`src/tpi_pkg.sv`:
```
// ============================================================================
// tpi_pkg
// Shared types, constants and tables of the turtle path interpreter.
// ============================================================================
package tpi_pkg;

    localparam int ANGLE_BITS_DEF = 16;
    localparam int FRAC_BITS_DEF  = 16;
    localparam int INDEX_BITS_DEF = 20;

    localparam int SYM_W       = 8;
    localparam int IDX_OUT_W   = 20;
    localparam int POS_W       = 32;
    localparam int CFG_ANGLE_W = 16;
    localparam int MASK_W      = 256;

    localparam int APB_ADDR_W = 6;
    localparam int APB_DATA_W = 64;

    localparam int QUEUE_DEPTH = 4;

    localparam int CORDIC_STEPS = 24;
    localparam int CORDIC_Q     = 30;
    localparam int CORDIC_W     = 34;
    localparam logic signed [CORDIC_W-1:0] CORDIC_GAIN = 34'sd652032874;

    localparam logic [SYM_W-1:0] SYM_PLUS  = 8'h2B;
    localparam logic [SYM_W-1:0] SYM_MINUS = 8'h2D;

    typedef enum logic [2:0] {
        REG_DRAW_MASK_0 = 3'd0,
        REG_DRAW_MASK_1 = 3'd1,
        REG_DRAW_MASK_2 = 3'd2,
        REG_DRAW_MASK_3 = 3'd3,
        REG_START_ANGLE = 3'd4,
        REG_TURN_ANGLE  = 3'd5
    } reg_idx_t;

    typedef struct packed {
        logic restart;
        logic draw;
    } cmd_flags_t;

    function automatic logic [31:0] atan_val(input int unsigned k);
        logic [31:0] v;
        case (k)
            0:       v = 32'h20000000;
            1:       v = 32'h12E4051E;
            2:       v = 32'h09FB385B;
            3:       v = 32'h051111D4;
            4:       v = 32'h028B0D43;
            5:       v = 32'h0145D7E1;
            6:       v = 32'h00A2F61E;
            7:       v = 32'h00517C55;
            8:       v = 32'h0028BE53;
            9:       v = 32'h00145F2F;
            10:      v = 32'h000A2F98;
            11:      v = 32'h000517CC;
            12:      v = 32'h00028BE6;
            13:      v = 32'h000145F3;
            14:      v = 32'h0000A2FA;
            15:      v = 32'h0000517D;
            16:      v = 32'h000028BE;
            17:      v = 32'h0000145F;
            18:      v = 32'h00000A30;
            19:      v = 32'h00000518;
            20:      v = 32'h0000028C;
            21:      v = 32'h00000146;
            22:      v = 32'h000000A3;
            23:      v = 32'h00000051;
            default: v = 32'h00000000;
        endcase
        return v;
    endfunction

endpackage

```
`src/tpi_queue.sv`:
```
// ============================================================================
// tpi_queue
// Small register FIFO between the decoder and the path engine.
// ============================================================================
module tpi_queue #(
    parameter int WIDTH = 8,
    parameter int DEPTH = tpi_pkg::QUEUE_DEPTH
) (
    input  logic             clk,
    input  logic             rst_n,
    input  logic             push,
    input  logic [WIDTH-1:0] push_data,
    output logic             push_ready,
    input  logic             pop,
    output logic             pop_valid,
    output logic [WIDTH-1:0] pop_data
);

    localparam int PTR_W = (DEPTH > 1) ? $clog2(DEPTH) : 1;
    localparam int CNT_W = $clog2(DEPTH + 1);

    logic [WIDTH-1:0] mem_reg [0:DEPTH-1];
    logic [PTR_W-1:0] wr_ptr_reg, rd_ptr_reg;
    logic [CNT_W-1:0] count_reg;
    logic             do_push, do_pop;

    assign push_ready = (count_reg != CNT_W'(DEPTH));
    assign pop_valid  = (count_reg != '0);
    assign pop_data   = mem_reg[rd_ptr_reg];
    assign do_push    = push & push_ready;
    assign do_pop     = pop & pop_valid;

    always_ff @(posedge clk)
    begin
        if (do_push)
        begin
            mem_reg[wr_ptr_reg] <= push_data;
        end
    end

    always_ff @(posedge clk or negedge rst_n)
    begin
        if (!rst_n)
        begin
            wr_ptr_reg <= '0;
            rd_ptr_reg <= '0;
            count_reg  <= '0;
        end
        else
        begin
            if (do_push)
            begin
                wr_ptr_reg <= (wr_ptr_reg == PTR_W'(DEPTH - 1)) ? '0 : wr_ptr_reg + 1'b1;
            end
            if (do_pop)
            begin
                rd_ptr_reg <= (rd_ptr_reg == PTR_W'(DEPTH - 1)) ? '0 : rd_ptr_reg + 1'b1;
            end
            if (do_push && !do_pop)
            begin
                count_reg <= count_reg + 1'b1;
            end
            else if (do_pop && !do_push)
            begin
                count_reg <= count_reg - 1'b1;
            end
        end
    end

endmodule

```
`config.mk`:
```
export PLATFORM = sky130hd
export DESIGN_NAME = tpi_queue
export DESIGN_NICKNAME = d
export VERILOG_FILES = /design/src/tpi_pkg.sv /design/src/tpi_queue.sv
export SDC_FILE = /design/constraint.sdc
export NUM_CORES = 1
export LEC_CHECK = 0
export ABC_AREA = 1
export BUFFER_PORTS_ARGS = -buffer_cell sky130_fd_sc_hd__clkbuf_2
export CORE_MARGIN = 4
export CORE_UTILIZATION = 59
export CTS_BUF_LIST = sky130_fd_sc_hd__clkbuf_4 sky130_fd_sc_hd__clkbuf_8
export DETAILED_ROUTE_END_ITERATION = 7
export HOLD_SLACK_MARGIN = 0.03
export PLACE_DENSITY = 0.85
export SLEW_MARGIN = 5
export SYNTH_ARGS = -nofsm -noshare
export SYNTH_HDL_FRONTEND = slang
export SYNTH_SLANG_ARGS = --single-unit
```
`constraint.sdc`:
```
create_clock -name clk -period 2.35 [get_ports clk]
set_input_delay 0 -clock clk [delete_from_list [all_inputs] [get_ports clk]]
set_output_delay 0 -clock clk [all_outputs]
set_load 0.01 [all_outputs]
```
### After elaboration in Yosys (flattened, before gate mapping)

Memories as Yosys holds them, arrays and structs flattened.
Index checks and enable logic that the tools add are counted.

| word-level totals | value |
|---|---|
| register bits | 7 |
| bits in writable memories | 32 |
| input port bits | 12 |
| output and inout port bits | 10 |
| logic and storage cells | 25 |
| memories kept | 1 |

| cells by class | value |
|---|---|
| add/sub/neg operators | 4 |
| eq/ne operators | 3 |
| mux-type cells | 6 |
| bitwise logic cells | 2 |
| reductions and logical operators | 6 |

Memory list:

| name | words | bits a word | read ports | clocked after Yosys merged registers in | write ports | RTL line | text |
|---|---|---|---|---|---|---|---|
| mem_reg | 4 | 8 | 1 | 0 | 1 | tpi_queue.sv:22 | `logic [WIDTH-1:0] mem_reg [0:DEPTH-1];` |

Operators by type and width:

| operator | number |
|---|---|
| 2-to-1 mux 3 bit | 2 |
| adder 2 x 1 -> 2 bit (second input constant) | 2 |
| equality test 2 bit (second input constant) | 2 |
| 2-to-1 mux 2 bit | 2 |
| adder 3 x 1 -> 3 bit (second input constant) | 1 |
| != test 3 bit (second input constant) | 1 |
| nonzero test 3 bit | 1 |
| subtractor 3 x 1 -> 3 bit (second input constant) | 1 |
| bitwise AND 1 bit | 2 |
| logical AND 1 bit | 2 |
| logical NOT 1 bit | 2 |
| 2-to-1 mux 1 bit | 2 |
| nonzero test 2 bit | 1 |

### Longest topological paths before layout

Gate-level depths: netlist (run 1).

| logic depth | value |
|---|---|
| depth in word-level cells | 6 |
| gate-level depth with buffers | 12 |
| gate-level depth less buffers | 12 |

### Worst setup path before layout (run 1)

Ideal clock, no wire load.

| path | value |
|---|---|
| path kind | reg2reg |
| start point | register count_reg[1] |
| end point | register count_reg[2] |
| setup time | 117 ps |
| arrival | 1603 ps |
| data required time | 2233 ps |
| slack | 630 ps |
| stages on the path, launching flop included | 11 |
| path buffers | 0 |
| clock period less this slack | 1720 ps |
| cells stage by stage | dfrtp_1 inv_1 nand3_1 nand2_2 ha_1 inv_1 fa_1 nand2_1 nand3_1 nand2_1 nand2_1 |

| between the ends | value |
|---|---|
| word-level cells in the longest chain between the ends | 5 |
| elaborated cells between the ends (all ways) | 13 |
| those cells by class | add/sub (2); eq/ne (1); mux (2); bitwise (2); reduce/logical (6) |

Ends and longest elaborated chain:

| element | RTL line | text |
|---|---|---|
| from (decl) | tpi_queue.sv:24 | `logic [CNT_W-1:0] count_reg;` |
| from (signal assigned) | tpi_queue.sv:61 | `count_reg <= count_reg + 1'b1;` |
| from (signal assigned) | tpi_queue.sv:65 | `count_reg <= count_reg - 1'b1;` |
| nonzero test 3 bit (*) | tpi_queue.sv:28 | `assign pop_valid = (count_reg != '0);` |
| named net pop_valid | tpi_queue.sv:15 | `output logic pop_valid,` |
| bitwise AND 1 bit (*) | tpi_queue.sv:31 | `assign do_pop = pop & pop_valid;` |
| logical NOT 1 bit | tpi_queue.sv:59 | `if (do_push && !do_pop)` |
| logical AND 1 bit | tpi_queue.sv:59 |  |
| 2-to-1 mux 3 bit / nonzero test 2 bit (equally long branches) | n/a |  |

The timed path passes the listed nets; every way through them passes the cells marked *. The select of a mux whose other input is x is not followed.
A chain may end at the register's enable or synchronous reset.

### Worst setup path after layout (run 1)

| path | value |
|---|---|
| start point | register count_reg[0] |
| end point | register count_reg[2] |

| between the ends | value |
|---|---|
| word-level cells in the longest chain between the ends | 5 |
| elaborated cells between the ends (all ways) | 13 |
| those cells by class | add/sub (2); eq/ne (1); mux (2); bitwise (2); reduce/logical (6) |

Ends and longest elaborated chain:

| element |
|---|
| parallel branches: the longest is 5 deep, another holds subtractor 3 x 1 -> 3 bit |

Parallel ways; which one is timed is not known. The select of a mux whose other input is x is not followed.

==> metrics.md, run 1 <==
| Metric | Value |
|---|---|
| Area Overhead vs Synth | `16.98%` |
| Most frequent cells after synthesis | `nand2_1 (37), edfxtp_1 (32), inv_1 (29), o211ai_1 (16), dfrtp_1 (7)` |
| Critical Path RT | `2.58 ns` |
| Max reg flops | `32` |
| Buffers & Inverters on Critical Path | `2` |
| Slowest CP cell | `dfrtp_1` |
| Net Sw Frac | `38.48%` |
| Sequential element share of the synthesized area | `64.76%` |
| First-pass GRT wire length | `5230 um` |
| Max-cap viol count | `0` |
| Routed Antenna Nets | `0` |
| Delay-heaviest family, CP | `simple AND/OR/NAND/NOR gates` |
| Worst r2r path cells | `10` |
| Critical Path Max Stage Delay | `0.45 ns` |
| Unrepaired setup endpoints after global routing | `no` |
| Area contributors post-synth | `edfxtp_1 (55%), dfrtp_1 (10%), nand2_1 (7.9%), o211ai_1 (6.8%), inv_1 (6.2%)` |
| Final clock skew | `0.004214 ns` |
| Final Wtd Congestion | `0.7631` |
| Power Dens Cells | `1105 mW/mm2` |
| Vias in the first global route | `1140` |
| DR iter-0 viols | `28` |
| Chip width | `62.53 um` |
| Clk root buf | `clkbuf_4` |
| Netlist Area Pre-Place | `0.001754 mm2` |
| WL/cell | `13.53 um` |
| R2R Path End | `count_reg[2]$_DFFE_PN0P_` |
| Status | `finished, final reports clean` |
| Fin crit period | `1.827 ns` |
| CP Max Fanout | `4` |
| Largest net degree at the start of global routing | `21` |
| Num CTS Buffers | `5` |
| Final HPWL from detailed placement | `2099 um` |
| Class of the worst hold path | `in -> reg` |
| Crit path from | `count_reg[0]$_DFFE_PN0P_` |
| Cell Rows | `19` |
| Postcts setup bufs | `0` |
| Yosys synthesis warning count | `0` |
| Final nets | `211` |
| Fill count | `182` |
| Overall power | `2.268 mW` |
| CTS tree | `yes` |
| Critical path depth in cells | `10` |
| Setup TNS Final | `0 ns` |
| Number of flops mapped to enable cells by yosys | `32` |
| Area share of the largest cell type after synthesis | `54.78%` |
| Max Buffers Root-to-Sink | `2` |
| Final Hold Fails | `0` |
| # DRC | `0` |
| Lkg Pwr | `0.9151 nW` |
| Logic pwr share | `38.9%` |
| Final Setup Violations | `0` |
| Mean number of vias per cell | `5.138` |
| Mapped Avg Cell Area | `11.54 um2` |
| Die height | `62.53 um` |
| Post-synthesis net count | `171` |
| Tcrit/Tclk final | `77.76%` |
| Most frequent CP cell | `nand2_1` |
| Reg-to-reg setup timing slack | `0.52 ns` |
| Clk slew on worst S/H paths | `0.11 ns` |
| Sequential share of power | `47.0%` |
| FMAX | `547.2 MHz` |
| #FFs+latches synth | `39` |
| Port Buffers | `21` |
| Peak supply drop | `708.4 uV` |
| TritonRoute pass-1 iters | `4` |
| Ports | `22` |
| Adder-cell share of the synthesized area | `5.421%` |
| Mux cell area share after synthesis | `0%` |
| Post-synth cell types | `16` |
| Max Slew Vio Count | `0` |
| Post-Synthesis Cells | `152` |
| Main combinational cell family by area after synthesis | `simple AND/OR/NAND/NOR gates` |
| Antenna violations before repair | `0` |
| Total grt overflow | `0` |
| Setup crit start kind | `register` |
| Area leader, netlist | `edfxtp_1` |
| Switching power | `0.8727 mW` |
| Synth Flop Type | `edfxtp_1` |
| Die area | `0.003909 mm2` |
| Clk Latency, worst-skew pair | `0.33 ns` |
| Simple-gate share of the synthesized area | `12.55%` |
| Antenna cell count | `0` |
| Clock share of power | `14.0%` |
| Worst-Margin Slew | `0.4942 ns` |
| Critical Path AT | `2.06 ns` |
| Min-delay src | `push_data[5]` |
| DRT Wirelength | `3031 um` |
| Setup CP Type | `reg -> reg` |
| Share of layout cells above drive strength 1 | `18.65%` |
| FF-to-FF Start | `count_reg[0]$_DFFE_PN0P_` |
| Worst setup EP type | `register` |
| Critical Path Sink | `count_reg[2]$_DFFE_PN0P_` |
| Number of clock sinks seen by CTS | `39` |
| Max-slew headroom | `67.05%` |
| Starting Density | `62.53%` |
| FFs w/ async S/R, synth | `17.95%` |
| H-tree levels | `2` |
| CP cell instances | `inv_2, nand3_1, nand2_2, ha_1, inv_1, fa_1, nand2_1, nand3_1, nand2_1, nand2_1` |
| Synth Area in XOR/XNOR | `0.4993%` |
| Most instantiated library cell after synthesis | `nand2_1` |
| Post-synthesis compound-gate area fraction | `7.133%` |
| GRT Total Usage | `17.53%` |
| P_int | `1.395 mW` |
| Via count | `1151` |
| Core Area | `0.002805 mm2` |
## layer usage
metal / routed length (um) / global-route usage (%) / vias to the layer above / share of wire, %
met3: 93 / 5.576 / 2 / 3.1
met2: 1622 / 29.83 / 18 / 54
met1: 1302 / 20.69 / 547 / 43
met5: 0 / 0 / - / 0
li1: - / - / 584 / -
met4: 13 / 6.612 / 0 / 0.43
## through the flow
step	setup slack, ns	hold WS (ns)	util (%)	instances	instance area (um2)
floorplan	0.6298	-0.2956	-	152	1754
global placement	0.6299	-0.1569	66.99	204	1879
detailed placement	0.5378	-0.1520	66.99	204	1879
CTS	0.5127	0.3980	73.15	224	2052
global route	0.3635	0.4003	73.15	224	2052
finish	0.5226	0.4177	73.15	224	2052
## area by class of cell
type	instances	area (um2)	area share (%)
Multi-Input combinational cell	78	449.2	21.89
Timing Repair Buffer	38	262.8	12.80
Sequential cell	39	1136	55.37
Clock buffer	5	37.54	1.829
Inverter	30	112.6	5.488
Tap cell	31	38.79	1.890
Clock inverter	3	15.01	0.7317
## worst reg2reg max path, delay by kind of cell, from the launching register on
kind	cells	cell delay, ns
adder cells (fa/ha/maj)	2	0.56
buffers and inverters	2	0.15
flip-flops	1	0.45
AND/OR/NAND/NOR	6	0.57
## kinds of logic (layout without fill, tap and decap cells)
group                    after synthesis  after routing
AND/OR/NAND/NOR                       53             53
flip-flops                            39             39
buffers and inverters                 35             76
AO/OA/AOI/OAI                         17             17
adder cells (fa/ha/maj)                7              7
XOR/XNOR                               1              1
## power by group through the flow
stage	sequential, mW	combinational [mW]	clock, mW
3_3_place_gp	1.07	0.831	0
4_1_cts	1.07	0.896	0.331
5_1_grt	1.09	1.00	0.376
2_1_floorplan	1.01	0.706	0
3_5_place_dp	1.08	0.875	0
6_report	1.07	0.883	0.318
## layout by cell type (no fill, tap or decap), types with 2 or more instances in the layout
master         instances
buf_4                  5
clkbuf_2              21
clkbuf_4               5
clkinv_1               2
dfrtp_1                7
dlygate4sd3_1         12
edfxtp_1              32
ha_1                   6
inv_1                 29
nand2_1               37
nand2_2                2
nand3_1                6
nor2_1                 6
o211ai_1              16
## how the worst min path moves through the flow
stage	cells past startpoint	end	slack (ns)
after floorplan	0	count_reg[0]$_DFFE_PN0P_	-0.30
after global placement	1	wr_ptr_reg[0]$_DFFE_PN0P_	-0.16
after detailed placement	1	wr_ptr_reg[1]$_DFFE_PN0P_	-0.15
after CTS	2	mem_reg[0][5]$_DFFE_PP_	0.40
after global routing	2	mem_reg[1][4]$_DFFE_PP_	0.40
final	2	mem_reg[0][5]$_DFFE_PP_	0.42
## timing repair
action,in CTS,in global routing
endpoints found under the setup margin,0,0
hold endpoints to repair,43,0
gates resized for setup,0,0
hold buffers,12,0
Power figures use the tool's default switching activity.
==> inputs of run 2 (changes only) <==
Settings changed: ABC_AREA 1 to 0, CORE_UTILIZATION 59 to 58, PLACE_DENSITY 0.85 to 0.84.
Clock period 2.35 ns to 1.7 ns, I/O delays scaled along.
==> run 2 against run 1 <==
Against the previous run:
- the flow now finishes with violations (negative setup slack)
- global-route usage up 1.2 points
- synthesized cell count down 49%
- total power up 45%
- utilization up 6.7 points
- cell count down 29%
- largest cell class unchanged
- largest power group unchanged
- first-iteration DRC count down 57%
- sequential cell count unchanged
- sequential power up 40%
- wire length down 7.3%
- count of clock-buffer cells in the layout up 1
- hold slack worse by 0.35 ns
==> metrics.md, run 2 <==
| Metric | Value |
|---|---|
| Post-Synthesis Cells | `78 (was 152)` |
| Post-synthesis net count | `97 (was 171)` |
| Largest net degree at the start of global routing | `13 (was 21)` |
| Mapped Avg Cell Area | `20.44 um2 (was 11.54 um2)` |
| Netlist Area Pre-Place | `0.001594 mm2 (was 0.001754 mm2)` |
| Fin cells | `160 (was 224)` |
| Commonest cells after routing, fill and taps aside | `edfxtp_1 (32), clkbuf_2 (21), buf_4 (15) (was nand2_1 (37), edfxtp_1 (32), inv_1 (29))` |
| Min-delay src | `pop (was push_data[5])` |
| Number of flops mapped to enable cells by yosys | `32 (unchanged)` |
| Final hold slack | `0.06624 ns (was 0.4177 ns)` |
| Max Slew Vio Count | `0 (unchanged)` |
| Fin crit period | `1.998 ns (was 1.827 ns)` |
| Commonest non-fill, non-tap cell in the layout | `edfxtp_1 (was nand2_1)` |
| Most instantiated library cell after synthesis | `edfxtp_1 (was nand2_1)` |
| CTS tree | `yes (unchanged)` |
| Worst setup EP type | `register (unchanged)` |
| Max Buffers Root-to-Sink | `2 (unchanged)` |
| Sequential share of power | `45.6% (was 47.0%)` |
| FF-to-FF Start | `count_reg[1]$_DFFE_PN0P_ (was count_reg[0]$_DFFE_PN0P_)` |
| H-tree levels | `2 (unchanged)` |
| Yosys synthesis warning count | `0 (unchanged)` |
| Final Cell Area | `0.002032 mm2 (was 0.002052 mm2)` |
| Area share of the largest cell type after synthesis | `60.28% (was 54.78%)` |
| Ports | `22 (unchanged)` |
| Final Hold Fails | `0 (unchanged)` |
| Area Overhead vs Synth | `27.47% (was 16.98%)` |
| TritonRoute pass-1 iters | `4 (unchanged)` |
| Most frequent cells after synthesis | `edfxtp_1 (32), mux4_2 (8), dfrtp_1 (7), ha_1 (6), and3_2 (4) (was nand2_1 (37), edfxtp_1 (32), inv_1 (29), o211ai_1 (16), dfrtp_1 (7))` |
| Num CTS Buffers | `5 (unchanged)` |
| First-pass GRT wire length | `4588 um (was 5230 um)` |
| Logic pwr share | `40.0% (was 38.9%)` |
| Unrepaired setup endpoints after global routing | `yes (was no)` |
| DR iter-0 viols | `12 (was 28)` |
| Final clock skew | `0.008286 ns (was 0.004214 ns)` |
| GRT Total Usage | `18.75% (was 17.53%)` |
| Final nets | `148 (was 211)` |
| Total grt overflow | `0 (unchanged)` |
| # DRC | `0 (unchanged)` |
| Fill count | `142 (was 182)` |
| Cell Area, Placed | `0.001807 mm2 (was 0.001879 mm2)` |
| Setup CP Type | `reg -> reg (unchanged)` |
| P_int | `2.252 mW (was 1.395 mW)` |
| Placed Cells | `135 (was 204)` |
| Status | `finished, violations left (was finished, final reports clean)` |
| Pre-CTS setup slack | `-0.2579 ns (was 0.5378 ns)` |
| Clk Latency, worst-skew pair | `0.35 ns (was 0.33 ns)` |
| FFs w/ async S/R, synth | `17.95% (unchanged)` |
| Failing checks | `negative setup slack` |
| Peak supply drop | `1522 uV (was 708.4 uV)` |
| Core Area | `0.002545 mm2 (was 0.002805 mm2)` |
| Area contributors post-synth | `edfxtp_1 (60%), mux4_2 (11%), dfrtp_1 (11%), ha_1 (4.7%), mux2_2 (2.1%) (was edfxtp_1 (55%), dfrtp_1 (10%), nand2_1 (7.9%), o211ai_1 (6.8%), inv_1 (6.2%))` |
| Final Setup Violations | `2 (was 0)` |
| Chip width | `60.43 um (was 62.53 um)` |
| Critical Path RT | `1.95 ns (was 2.58 ns)` |
| Sequential element share of the synthesized area | `71.27% (was 64.76%)` |
| Critical Path AT | `2.24 ns (was 2.06 ns)` |
| Class of the worst hold path | `in -> reg (unchanged)` |
| Switching power | `1.047 mW (was 0.8727 mW)` |
| Tcrit/Tclk final | `117.5% (was 77.76%)` |
| #FFs+latches synth | `39 (unchanged)` |
| Setup crit start kind | `register (unchanged)` |
| Die height | `60.43 um (was 62.53 um)` |
| Mean number of vias per cell | `5.513 (was 5.138)` |
| Final Wtd Congestion | `0.6965 (was 0.7631)` |
| Via count | `882 (was 1151)` |
| Area leader, netlist | `edfxtp_1 (unchanged)` |
| Post-synth cell types | `18 (was 16)` |
| Crit path from | `count_reg[1]$_DFFE_PN0P_ (was count_reg[0]$_DFFE_PN0P_)` |
| CP Max Fanout | `3 (was 4)` |
| Starting Density | `62.64% (was 62.53%)` |
| Max-slew headroom | `70.57% (was 67.05%)` |
| Number of clock sinks seen by CTS | `39 (unchanged)` |
| Die area | `0.003651 mm2 (was 0.003909 mm2)` |
| Antenna cell count | `0 (unchanged)` |
| Port Buffers | `21 (unchanged)` |
| Final core utilization | `79.84% (was 73.15%)` |
| Final HPWL from detailed placement | `1816 um (was 2099 um)` |
| Lkg Pwr | `0.8097 nW (was 0.9151 nW)` |
| Power Dens Cells | `1624 mW/mm2 (was 1105 mW/mm2)` |
| Clk root buf | `clkbuf_4 (unchanged)` |
| Net Sw Frac | `31.74% (was 38.48%)` |
| Clock share of power | `14.4% (was 14.0%)` |
| Post-route setup slack | `-0.2975 ns (was 0.5226 ns)` |
| WL/cell | `17.56 um (was 13.53 um)` |
| Worst-Margin Slew | `0.4415 ns (was 0.4942 ns)` |
| Max-cap viol count | `0 (unchanged)` |
| Clk slew on worst S/H paths | `0.11 ns (about the same)` |
| Vias in the first global route | `949 (was 1140)` |
| FMAX | `500.6 MHz (was 547.2 MHz)` |
| Antenna violations before repair | `0 (unchanged)` |
| Cell Rows | `18 (was 19)` |
| Max reg flops | `32 (unchanged)` |
| Synth Flop Type | `edfxtp_1 (unchanged)` |
| Routed Antenna Nets | `0 (unchanged)` |
| DRT Wirelength | `2809 um (was 3031 um)` |
| Share of layout cells above drive strength 1 | `53.08% (was 18.65%)` |
[run 2: worst paths after layout]
check                           slack [ns]                         to  depth (start not counted)
worst max-delay path                 -0.30   count_reg[1]$_DFFE_PN0P_                          6
worst min-delay path                  0.07   count_reg[0]$_DFFE_PN0P_                          4
worst max register to register       -0.30   count_reg[1]$_DFFE_PN0P_                          6
worst min register to register        0.59  wr_ptr_reg[1]$_DFFE_PN0P_                          1
max in group asynchronous             0.80  rd_ptr_reg[0]$_DFFE_PN0P_                          3
min in group asynchronous             0.62  rd_ptr_reg[0]$_DFFE_PN0P_                          3
[run 2: metal layers]
metal  up-vias  track usage [%]  wire [um]
li1        404                -          -
met1       446            21.00       1059
met2        24            32.25       1496
met3         8            6.809        181
met4         0            8.359         72
met5         -                0          0
[run 2: area by class of cell]
type | instances | area (um2) | area share, %
Sequential cell | 39 | 1140 | 56.10
Multi-Input combinational cell | 34 | 467.9 | 23.03
Timing Repair Buffer | 46 | 317.8 | 15.64
Clock buffer | 6 | 45.04 | 2.217
Tap cell | 30 | 37.54 | 1.847
Clock inverter | 2 | 12.51 | 0.6158
Inverter | 3 | 11.26 | 0.5542
[run 2: cell families (layout without fill, tap and decap cells)]
logic type / Yosys count / after routing / share of synthesized area (%)
flip-flops: 39 / 39 / 71.27
AND/OR/NAND/NOR: 11 / 11 / 4.553
multiplexers: 13 / 13 / 15.31
XOR/XNOR: 3 / 3 / 1.649
buffers and inverters: 5 / 57 / 1.255
adder cells (fa/ha/maj): 7 / 7 / 5.965
[run 2: per-stage QoR]
step	total power, mW	setup TNS (ns)
floorplan	2.235	-0.4899
global route	3.522	-0.6288
global placement	2.609	-0.3865
detailed placement	2.697	-0.4953
finish	3.299	-0.5038
CTS	3.247	-0.5372
[run 2: critical path, cell delays in order, from the launching register on]
cell	delay, ns
dfrtp_1	0.41
or3b_4	0.41
and2_4	0.16
ha_4	0.15
inv_2	0.05
fa_2	0.42
mux2_4	0.28
[run 2: timing repair]
action / 4_1_cts / 5_1_grt
endpoints found under the setup margin: 10 / 10
setup buffers: 2 / 5
cloned: 0 / 0
hold buffers: 10 / 0
endpoints found under the hold margin: 39 / 0
pin swaps: 1 / 5
gates resized for setup: 3 / 2
[run 2: power groups by stage]
stage          logic (mW)  registers (mW)  clock network [mW]
4_1_cts              1.26            1.50               0.485
5_1_grt              1.44            1.55               0.537
6_report             1.32            1.50               0.475
2_1_floorplan       0.834            1.40                   0
3_3_place_gp         1.11            1.50                   0
3_5_place_dp         1.17            1.53                   0
==> inputs of run 3 (changes only) <==
Settings changed: CORE_MARGIN 4 to default.
==> run 3 against run 2 <==
Against the previous run:
- the run still ends with negative setup slack left
- clock skew is 0.0025 ns lower
- cell count is 4.4% lower
- utilization is 1.6 points lower
- hold slack better by 0.019 ns
- wire length is 4.2% lower
- total power is 0.12% lower
- register-to-register slack hardly changed
- sequential power hardly changed
- count of clock-buffer cells in the layout is 1 lower
- combinational power is 9% lower
- global-route usage is 3.8 points higher
- critical path type unchanged
- critical endpoint unchanged
- largest cell class unchanged
- largest power group unchanged
==> metrics.md, run 3 (synthesis results as in run 2) <==
| Metric | Value |
|---|---|
| Setup crit start kind | `register (unchanged)` |
| # DRC | `0 (unchanged)` |
| GRT Total Usage | `22.55% (was 18.75%)` |
| Final HPWL from detailed placement | `1676 um (was 1816 um)` |
| Pre-CTS setup slack | `-0.2195 ns (was -0.2579 ns)` |
| FMAX | `499.2 MHz (was 500.6 MHz)` |
| CP Max Fanout | `3 (unchanged)` |
| TritonRoute pass-1 iters | `3 (was 4)` |
| Max Slew Vio Count | `0 (unchanged)` |
| DR iter-0 viols | `12 (unchanged)` |
| Share of layout cells above drive strength 1 | `48.78% (was 53.08%)` |
| Die area | `0.002962 mm2 (was 0.003651 mm2)` |
| Antenna violations before repair | `0 (unchanged)` |
| Fin cells | `153 (was 160)` |
| Post-route setup slack | `-0.3030 ns (was -0.2975 ns)` |
| Lkg Pwr | `0.7832 nW (was 0.8097 nW)` |
| Final Wtd Congestion | `0.6554 (was 0.6965)` |
| Power Dens Cells | `1654 mW/mm2 (was 1624 mW/mm2)` |
| H-tree levels | `2 (unchanged)` |
| Cell Rows | `18 (unchanged)` |
| Area Overhead vs Synth | `24.96% (was 27.47%)` |
| Final core utilization | `78.27% (was 79.84%)` |
| Largest net degree at the start of global routing | `13 (unchanged)` |
| Clk root buf | `clkbuf_4 (unchanged)` |
| Setup TNS Final | `-0.5774 ns (was -0.5038 ns)` |
| Starting Density | `62.64% (unchanged)` |
| Peak supply drop | `1285 uV (was 1522 uV)` |
| Reg-to-reg setup timing slack | `-0.30 ns (about the same)` |
| First-pass GRT wire length | `4181 um (was 4588 um)` |
| Clk Latency, worst-skew pair | `0.33 ns (was 0.35 ns)` |
| Clk slew on worst S/H paths | `0.10 ns (was 0.11 ns)` |
| Fin crit period | `2.003 ns (was 1.998 ns)` |
| WL/cell | `17.59 um (was 17.56 um)` |
| Commonest non-fill, non-tap cell in the layout | `edfxtp_1 (unchanged)` |
| Max Buffers Root-to-Sink | `2 (unchanged)` |
| Setup CP Type | `reg -> reg (unchanged)` |
| Core Area | `0.002545 mm2 (unchanged)` |
| Max-cap viol count | `0 (unchanged)` |
| Class of the worst hold path | `in -> reg (unchanged)` |
| Via count | `833 (was 882)` |
| Mean number of vias per cell | `5.444 (was 5.513)` |
| Max reg flops | `32 (unchanged)` |
| Chip width | `54.43 um (was 60.43 um)` |
| Final nets | `141 (was 148)` |
| Vias in the first global route | `882 (was 949)` |
| Ports | `22 (unchanged)` |
| Die height | `54.43 um (was 60.43 um)` |
| Unrepaired setup endpoints after global routing | `yes (unchanged)` |
| Critical Path AT | `2.23 ns (was 2.24 ns)` |
| Status | `finished, violations left (unchanged)` |
| CTS tree | `yes (unchanged)` |
| DRT Wirelength | `2691 um (was 2809 um)` |
| Routed Antenna Nets | `0 (unchanged)` |
| Total grt overflow | `0 (unchanged)` |
| Tcrit/Tclk final | `117.8% (was 117.5%)` |
| Final clock skew | `0.005787 ns (was 0.008286 ns)` |
| Failing checks | `negative setup slack (unchanged)` |
| Worst-Margin Slew | `0.4145 ns (was 0.4415 ns)` |
| Antenna cell count | `0 (unchanged)` |
| Max-slew headroom | `72.37% (was 70.57%)` |
| Critical Path RT | `1.92 ns (was 1.95 ns)` |
| Number of clock sinks seen by CTS | `39 (unchanged)` |
| Final Setup Violations | `2 (unchanged)` |
| Final Hold Fails | `0 (unchanged)` |
| Worst setup EP type | `register (unchanged)` |
| Placed Cells | `134 (was 135)` |
| Fill count | `137 (was 142)` |
| Num CTS Buffers | `5 (unchanged)` |
| Port Buffers | `21 (unchanged)` |
| Commonest cells after routing, fill and taps aside | `edfxtp_1 (32), clkbuf_2 (21), dlygate4sd3_1 (10) (was edfxtp_1 (32), clkbuf_2 (21), buf_4 (15))` |
run 3: layout make-up:
cell class | count | area, um2 | area share [%]
timing repair buffer | 39 | 265.3 | 13.32
inverter | 3 | 11.26 | 0.5653
sequential | 39 | 1140 | 57.22
clock inverter | 3 | 38.79 | 1.947
multi-input combinational | 34 | 461.7 | 23.18
clock buffer | 5 | 37.54 | 1.884
tap | 30 | 37.54 | 1.884
run 3: worst paths after layout:
check | cells after the start | endpoint | start
worst max-delay path | 6 | count_reg[1]$_DFFE_PN0P_ | count_reg[1]$_DFFE_PN0P_
worst min-delay path | 4 | count_reg[0]$_DFFE_PN0P_ | pop
worst max register to register | 6 | count_reg[1]$_DFFE_PN0P_ | count_reg[1]$_DFFE_PN0P_
worst min register to register | 1 | wr_ptr_reg[1]$_DFFE_PN0P_ | wr_ptr_reg[1]$_DFFE_PN0P_
max in group asynchronous | 3 | rd_ptr_reg[0]$_DFFE_PN0P_ | rst_n
min in group asynchronous | 3 | count_reg[0]$_DFFE_PN0P_ | rst_n
run 3: stage by stage:
step,hold slack [ns],area [um2],power [mW]
after global routing,0.08988,1992,3.487
final,0.08498,1992,3.295
after CTS,0.06132,1982,3.304
after floorplan,-0.2956,1613,2.235
after global placement,-0.1581,1799,2.576
after detailed placement,-0.1500,1799,2.647
run 3: routing by layer:
layer	vias up	wire (um)	part of all wire [%]	GRT usage (%)
met1	420	1133	42	27.41
met3	5	111	4.1	7.500
met4	0	47	1.7	11.11
met2	19	1399	52	35.98
li1	389	-	-	-
met5	-	0	0	0
run 3: power breakdown:
part / total [mW] / internal [mW] / leakage, nW / switching, mW
registers: 1.51 / 1.30 / 0.374 / 0.207
logic: 1.20 / 0.687 / 0.366 / 0.513
clock network: 0.586 / 0.303 / 0.0426 / 0.284
total: 3.29 / 2.29 / 0.783 / 1.00
run 3: worst max-delay path, cell delays in order, from the launching register on:
cell and delay [ns]:
dfrtp_1 0.41, or3b_4 0.41, and2_4 0.16, ha_4 0.16, inv_2 0.06, fa_1 0.42
mux2_2 0.29
run 3: repair_timing:
item,in CTS,in global routing
resized for setup,2,1
hold buffers,10,0
buffers inserted,0,1
setup endpoints to repair,10,5
endpoints found under the hold margin,39,0
